$ cat src/hw/rtl/voe_pkg.sv
// Shared types and constants of the voxel opacity/error shader.
// No dependencies; used by every other file of the block but the defines header.
`timescale 1ns / 1ps

package voe_pkg;

   localparam int unsigned DATA_W       = 24;  // Q8.16 densities
   localparam int unsigned COLOR_W      = 8;
   localparam int unsigned FRAC_W       = 32;  // Q0.32 exponent fraction
   localparam int unsigned PROD_W       = 2 * DATA_W;
   localparam int unsigned REM_W        = 37;  // holds anything below 33 * ln2
   localparam int unsigned N_W          = 6;   // shift count, 0..32
   localparam int unsigned K_W          = 4;   // Taylor term index, up to 14
   localparam int unsigned TAYLOR_TERMS = 14;
   localparam int unsigned N_LIMIT      = 33;  // shift of 33 or more flushes to zero

   localparam int unsigned ERR_LAT = 11;  // voe_err input to output
   localparam int unsigned EXP_LAT = 49;  // voe_exp input to output

   localparam logic [DATA_W-1:0]  ML_RESET  = DATA_W'(65536);
   localparam logic [FRAC_W-1:0]  LN2_Q32   = 32'd2977044472;
   localparam logic [FRAC_W:0]    Q_ONE     = {1'b1, {FRAC_W{1'b0}}};
   localparam logic [PROD_W-1:0]  BIG_LIMIT = PROD_W'(LN2_Q32) * PROD_W'(N_LIMIT);
   localparam logic [COLOR_W-1:0] COLOR_MAX = {COLOR_W{1'b1}};
   localparam logic [1:0]         SKID_DEPTH = 2'd2;

   typedef struct packed {
      logic [DATA_W-1:0] density;
      logic [DATA_W-1:0] reference;
      logic              last_voxel;
   } voe_req_type;

   typedef struct packed {
      logic [COLOR_W-1:0] red;
      logic [COLOR_W-1:0] blue;
      logic [COLOR_W-1:0] alpha;
      logic               last_out;
   } voe_rsp_type;

   typedef struct packed {
      logic [COLOR_W-1:0] red;
      logic [COLOR_W-1:0] blue;
   } voe_err_type;

   // Pipeline tail to output buffer
   typedef struct packed {
      logic        valid;
      voe_rsp_type data;
   } voe_push_type;

endpackage

$ cat src/hw/rtl/voe_skid.sv
// Two-entry output buffer between the shader pipeline and the rsp channel.
// Depends on voe_pkg; ready depends on registered fill only.
`timescale 1ns / 1ps

module voe_skid (
   input  logic                  clock,
   input  logic                  reset,
   input  voe_pkg::voe_push_type push,
   output logic                  ready,
   output logic                  rsp_valid,
   input  logic                  rsp_stall,
   output voe_pkg::voe_rsp_type  rsp_data
);

   logic [1:0]           count_ff;
   logic [1:0]           count_in;
   voe_pkg::voe_rsp_type slot0_ff;
   voe_pkg::voe_rsp_type slot0_in;
   voe_pkg::voe_rsp_type slot1_ff;
   voe_pkg::voe_rsp_type slot1_in;
   logic                 pop;

   assign pop = rsp_valid && !rsp_stall;

   // Next fill and slot contents; slot0 is the head
   always_comb begin
      count_in = count_ff;
      slot0_in = slot0_ff;
      slot1_in = slot1_ff;
      case ({push.valid, pop})
         2'b10: begin
            if (count_ff == 2'd0) begin
               slot0_in = push.data;
            end else begin
               slot1_in = push.data;
            end
            count_in = count_ff + 2'd1;
         end
         2'b01: begin
            slot0_in = slot1_ff;
            count_in = count_ff - 2'd1;
         end
         2'b11: begin
            // only with one entry held: head leaves, new entry takes its place
            slot0_in = push.data;
         end
         default: begin
         end
      endcase
   end

   always_ff @(posedge clock) begin
      if (reset) begin
         count_ff <= 2'd0;
      end else begin
         count_ff <= count_in;
      end
   end

   always_ff @(posedge clock) begin
      slot0_ff <= slot0_in;
      slot1_ff <= slot1_in;
   end

   assign ready     = (count_ff != voe_pkg::SKID_DEPTH);
   assign rsp_valid = (count_ff != 2'd0);
   assign rsp_data  = slot0_ff;

endmodule

$ cat config.mk
export PLATFORM = sky130hd
export DESIGN_NAME = voe_skid
export DESIGN_NICKNAME = d
export VERILOG_FILES = /design/src/hw/rtl/voe_pkg.sv /design/src/hw/rtl/voe_skid.sv
export SDC_FILE = /design/constraint.sdc
export NUM_CORES = 1
export LEC_CHECK = 0
export CAP_MARGIN = 25
export CORE_MARGIN = 2
export CORE_UTILIZATION = 50
export CTS_CLUSTER_DIAMETER = 50
export DETAILED_ROUTE_END_ITERATION = 8
export DONT_BUFFER_PORTS = 1
export PLACE_DENSITY = 0.7
export SYNTH_ARGS = -nofsm -noshare
export SYNTH_HDL_FRONTEND = slang
export SYNTH_SLANG_ARGS = --single-unit
$ cat constraint.sdc
create_clock -name clock -period 5.6 [get_ports clock]
set_input_delay 0.56 -clock clock [delete_from_list [all_inputs] [get_ports clock]]
set_output_delay 0.56 -clock clock [all_outputs]
set_load 0.05 [all_outputs]
==> results of run 1 <==
==> critical path, delay by kind of cell (launching register included) <==
family                     cells  cell delay, ns
adders and majority gates      1            0.28
buffers and inverters          1            0.33
DFF                            1            0.41
muxes                          1            0.38
and+or+nand+nor                2            0.31
==> report_power, final <==
| part | switching, W | leakage (nW) | total [W] | internal, W |
|---|---|---|---|---|
| combinational | 0.000133 | 0.170 | 0.000208 | 0.0000747 |
| sequential | 0.000263 | 0.489 | 0.000845 | 0.000582 |
| clock | 0.000110 | 0.0388 | 0.000197 | 0.0000867 |
==> cell type report <==
type | instances | area share [%]
flip-flops and latches | 52 | 72.9
multi-input cells | 38 | 17.7
clock buffers | 6 | 3.43
well taps | 48 | 2.84
repair buffers | 3 | 2.01
clock inverters | 2 | 0.533
inverters | 3 | 0.533
==> how the worst max path moves through the flow <==
stage | endpoint | cells after the start | slack [ns] | start
after floorplan | slot1_ff[0] | 4 | 3.24 | rsp_stall
after global placement | rsp_data[22] | 4 | 3.66 | rsp_stall
after detailed placement | rsp_data[23] | 4 | 3.60 | rsp_stall
after CTS | rsp_data[0] | 5 | 3.63 | count_ff[0]
after global routing | rsp_data[0] | 5 | 3.52 | count_ff[0]
final | rsp_data[0] | 5 | 3.63 | count_ff[0]
==> cells in the mapped netlist <==
library cell	instances	area, um^2
mux2_2	25	282
a21oi_1	1	5.00
buf_2	2	10.0
inv_1	3	11.3
xnor2_1	1	8.76
dfxtp_1	2	40.0
nor2b_1	1	6.26
a21o_1	1	7.51
nor2_1	3	11.3
xor2_1	1	8.76
o21ai_0	1	5.00
or3_1	1	6.26
ha_1	2	25.0
edfxtp_1	50	1500
nand2b_1	1	6.26
buf_6	1	11.3
==> flip-flops by register name (all words and copies together), names as in the netlist <==
name	count
slot1_ff	25
count_ff	2
rsp_data	25
==> kinds of logic after synthesis <==
kind of cell / after synthesis
muxes: 25
DFF: 52
and+or+nand+nor: 6
adders and majority gates: 2
xor gates and xnor gates: 2
AOI/OAI and AO/OA: 3
buffers and inverters: 6
==> per-layer routing <==
layer | part of all wire, % | track usage [%]
met4 | 2.1 | 8.42
met3 | 7.4 | 5.45
met1 | 41 | 17.1
met2 | 49 | 22.9
met5 | 0 | 0
==> cells in the final DEF (no fill, tap or decap) <==
cell        synthesis  layout
clkinv_1            0       1
or3_1               1       1
dfxtp_1             2       2
xnor2_1             1       1
a21o_1              1       1
nor2_1              3       3
edfxtp_1           50      50
ha_1                2       2
inv_1               3       3
o21ai_0             1       1
a21oi_1             1       1
nand2b_1            1       1
nor2b_2             0       1
buf_4               0       2
mux2_2             25      25
buf_16              0       1
clkbuf_8            0       5
clkbuf_1            0       1
clkinvlp_4          0       1
xor2_1              1       1
==> per-stage QoR <==
stage,instances,instance area [um^2]
4_1_cts,151,2090
3_3_place_gp,143,2000
3_5_place_dp,143,2000
2_1_floorplan,96,1950
6_report,152,2110
5_1_grt,152,2110
==> impl_metrics.py, run 1 <==
metrics = {
    "global_route": {
        "grt_max_degree": 26,
        "overflow": 0,
        "antenna_found_initial": 0,
        "grt_pass1_vias": 895,
        "grt_pass1_wl_um": 4490,
        "grt.total_usage_pct": 14.6,
    },
    "flow_run": {
        "max_cap_violations": 0,
    },
    "timing": {
        "drv_slew": 0,
        "min_period_ns": 1.97,
        "worst_slack_ns": 3.63,
        "post-route-period-util_pct": 35.3,
        "fmax_ghz": 0.506,
        "holdWs_ns": 0.318,
        "slew_headroom_pct": 65.2,
        "worst_slew_pin_slew_ns": 0.524,
        "setup_violations": 0,
        "rsz0062_at_grt": "no",
        "finClkSkew_ns": 0.00735,
        "setup_tns_ns": 0,
        "hold_viol": 0,
    },
    "critical_path": {
        "r2r-end": "rsp_data[0]",
        "crit_fanout": 23,
        "rr_startpoint": "count_ff[0]",
        "cp_data_arrival_time_ns": 2.02,
        "reg2reg_slack_ns": 3.63,
        "cp.required_ns": 5.65,
        "critPathSlowestCell": "dfxtp_1",
        "start_kind": "register",
        "path_cells": "nor2_1 -> nor2_1 -> ha_1 -> buf_4 -> mux2_2",
        "worstSetupEndpointType": "register",
        "ff2ff_path_depth": 5,
        "cp_common_cell": "nor2_1",
        "crit_type": "reg -> reg",
        "slowest_delay_ns": 0.41,
    },
    "synth": {
        "avgSynthCellArea_um2": 20.3,
        "synth.distinct_cells": 16,
        "synth_nets": 127,
        "synth_top_family_by_area": "multiplexers",
        "synth_adder_area_share_pct": 1.29,
        "seq_area_frac_synth_pct": 79.2,
        "synthMuxAreaShare_pct": 14.5,
        "synth_xor_area_share_pct": 0.900,
        "synth_area_mm2": 0.00195,
        "yosys_warnings": 0,
        "yosys.area_share.simple_pct": 1.54,
        "synth_compound_area_share_pct": 0.900,
        "ys_ff_latch": 52,
        "syn_inst": 96,
    },
    "cts": {
        "clk_path_buf_depth": 2,
        "numCtsBuffers": 5,
        "clk_pin_slew_ns": 0.09,
        "htreeDepth": 2,
        "clockRootBuffer": "clkbuf_8",
        "cts_hold_buffers": 0,
        "tritoncts": "yes",
        "ctsResizeCount": 0,
        "cts_sinks": 52,
        "cts_setup_buffers": 0,
        "insertion_delay_ns": 0.30,
    },
    "cells_and_area": {
        "layout-drive-gt1-share_pct": 33.7,
        "num-fill-cells": 281,
        "ff_latch_area_mm2": 0.00154,
        "area_growth_pct": 8.62,
        "multiInputGateArea_um2": 374,
        "n_antenna_cell": 0,
        "fin_util_pct": 57.3,
        "nets": 134,
    },
    "detailed_routing": {
        "ant_nets": 0,
        "drt-total-wl_um": 2870,
        "viasPerCell": 5.42,
        "wl_per_cell_um": 18.9,
        "drtPass1Iterations": 3,
        "vias": 824,
        "drt-initial-drc-count": 85,
        "drc": 0,
    },
    "placed_design": {
        "routabilityCongestion": 0.717,
        "portBuffers": 0,
        "dp_hpwl_um": 1940,
        "pre_cts_ws_ns": 3.60,
    },
    "hold_path": {
        "hold_depth": 1,
        "hold_path.class": "in -> reg",
        "hold_end": "count_ff[1]",
        "hold_start": "reset",
    },
    "floorplan": {
        "die_h_um": 66.4,
        "fp-row-count": 22,
        "die-area_mm2": 0.00441,
        "core_mm2": 0.00369,
        "start_util_pct": 52.7,
        "ios": 56,
        "die_x_um": 66.4,
    },
    "power": {
        "fin_total_pwr_w": 0.00125,
        "leakagePower_nw": 0.698,
        "powerDensity_mw_per_mm2": 591,
        "ir_drop_mv": 0.321,
    },
    "status": {
        "status": "finished clean",
    },
}
Note: power is estimated with default switching activity, not from simulation.
==> inputs of run 2 (changes only) <==
==> constraint.sdc (replaced) <==
create_clock -name clock -period 1.86 [get_ports clock]
set_input_delay 0.186 -clock clock [delete_from_list [all_inputs] [get_ports clock]]
set_output_delay 0.186 -clock clock [all_outputs]
set_load 0.05 [all_outputs]
==> run 2 against run 1 <==
- clock skew rose by 0.0022 ns
- first-iteration DRC count shrank 5.9%
- non-clock buffer count increased by 29
- global-route usage rose by 1.2 points
- combinational power rose to 3.7 times the previous value
- utilization rose by 8.2 points
- critical path type unchanged
- critical endpoint is now rsp_data[15]
- largest cell class unchanged
- largest power group unchanged
==> impl_metrics.py, run 2 (synthesis gave the netlist of run 1 again) <==
metrics = {
    "status": {
        "status": "finished clean",
    },
    "detailed_routing": {
        "viasPerCell": 5.27,
        "vias": 953,
        "drc": 0,
        "drt-initial-drc-count": 80,
        "drt-total-wl_um": 3270,
        "drtPass1Iterations": 4,
        "ant_nets": 0,
        "wl_per_cell_um": 18.1,
    },
    "critical_path": {
        "worstSetupEndpointType": "register",
        "cp_common_cell": "nor2_1",
        "start_kind": "register",
        "critPathSlowestCell": "dfxtp_1",
        "path_cells": "nor2_1 -> nor2_1 -> ha_1 -> buf_12 -> mux2_2",
        "cp-startpoint": "count_ff[1]",
        "crit_type": "reg -> reg",
        "cp.required_ns": 1.91,
        "rr_startpoint": "count_ff[1]",
        "slowest_delay_ns": 0.39,
        "cp_data_arrival_time_ns": 1.73,
        "crit_fanout": 25,
    },
    "timing": {
        "finClkSkew_ns": 0.00954,
        "fmax_ghz": 0.596,
        "min_period_ns": 1.68,
        "worst_slew_pin_slew_ns": 0.527,
        "rsz0062_at_grt": "no",
        "drv_slew": 0,
        "post-route-period-util_pct": 90.3,
        "hold_viol": 0,
        "slew_headroom_pct": 65.0,
        "setup_violations": 0,
        "setup_tns_ns": 0,
    },
    "cells_and_area": {
        "nets": 163,
        "ff_latch_area_mm2": 0.00154,
        "final_cell_mix": "50 x edfxtp_1, 26 x dlygate4sd3_1, 25 x mux2_2, 5 x clkbuf_8",
        "layout-drive-gt1-share_pct": 29.3,
        "n_antenna_cell": 0,
        "stdcell_count": 181,
        "final_area_mm2": 0.00242,
        "area_growth_pct": 24.2,
        "final_common_cell": "edfxtp_1",
        "num-fill-cells": 266,
        "multiInputGateArea_um2": 379,
    },
    "placed_design": {
        "dp_hpwl_um": 1990,
        "routabilityCongestion": 0.678,
        "post-place-cells": 147,
        "place_area_mm2": 0.00207,
        "portBuffers": 0,
    },
    "cts": {
        "clk_pin_slew_ns": 0.09,
        "insertion_delay_ns": 0.30,
        "clk_path_buf_depth": 2,
        "ctsResizeCount": 0,
        "tritoncts": "yes",
        "numCtsBuffers": 5,
        "cts_hold_buffers": 26,
        "cts_setup_buffers": 0,
        "cts_sinks": 52,
        "htreeDepth": 2,
        "clockRootBuffer": "clkbuf_8",
    },
    "global_route": {
        "antenna_found_initial": 0,
        "overflow": 0,
        "grt_pass1_wl_um": 4840,
        "grt_use_met3_pct": 5.62,
        "grt_busiest_layer": "met2",
        "grt_pass1_vias": 985,
        "grtUsageMet2_pct": 27.9,
        "met1_usage_pct": 17.3,
        "grt.total_usage_pct": 15.8,
        "grt_max_degree": 26,
    },
    "floorplan": {
        "fp-row-count": 22,
        "die_x_um": 66.4,
        "ios": 56,
        "start_util_pct": 52.7,
        "die-area_mm2": 0.00441,
        "core_mm2": 0.00369,
        "die_h_um": 66.4,
    },
    "hold_path": {
        "hold_start": "push[16]",
        "hold_path.class": "in -> reg",
    },
    "flow_run": {
        "max_cap_violations": 0,
    },
    "power": {
        "leakagePower_nw": 0.834,
        "powerDensity_mw_per_mm2": 1610,
        "ir_drop_mv": 1.17,
        "fin_total_pwr_w": 0.00388,
    },
}
## run 2: cell count changes in the layout (fill, tap and decap cells not counted), sizes merged
cell / previous run / this run
clkbuf: 6 / 5
dlygate4sd3: 0 / 26
clkinvlp: 1 / 0
buf: 3 / 6
clkinv: 1 / 3
## run 2: metrics by stage
stage                     hold WS [ns]  utilization, %  worst slack (ns)
final                            0.101            65.5             0.181
after global routing            0.0844            65.5             0.122
after CTS                       0.0961            65.5             0.180
after detailed placement         0.259            56.2             0.192
after global placement           0.257            56.2             0.309
after floorplan                  0.255               -             0.129
## run 2: per-layer routing
metal	vias up	wire length, um
li1	439	-
met1	475	1230
met2	32	1810
met3	7	166
met4	0	72
met5	-	0
## run 2: cell type report
cell class / instances / share of cell area (%)
clock buffers: 5 / 2.85
clock inverters: 3 / 0.569
inverters: 3 / 0.466
multi-input cells: 38 / 15.7
flip-flops and latches: 52 / 63.8
well taps: 48 / 2.48
repair buffers: 32 / 14.2
## run 2: report_power, final
part           switching, W  internal [W]  total, W
logic              0.000440      0.000320  0.000760
registers          0.000786       0.00175   0.00254
clock network      0.000331      0.000256  0.000587
total               0.00156       0.00233   0.00388
## run 2: path summary, 6_finish.rpt
check                               endpoint  slack, ns  cells after the start
worst max-delay path            rsp_data[15]       0.18                      5
worst min-delay path            rsp_data[16]       0.10                      1
worst max register to register  rsp_data[15]       0.18                      5
worst min register to register   count_ff[1]       0.54                      2
## run 2: critical path, delay by kind of cell (launching register included)
kind	cells	cell delay, ns
flops	1	0.39
mux	1	0.36
simple gates	2	0.22
buf+inv	1	0.20
fa+ha+maj	1	0.25
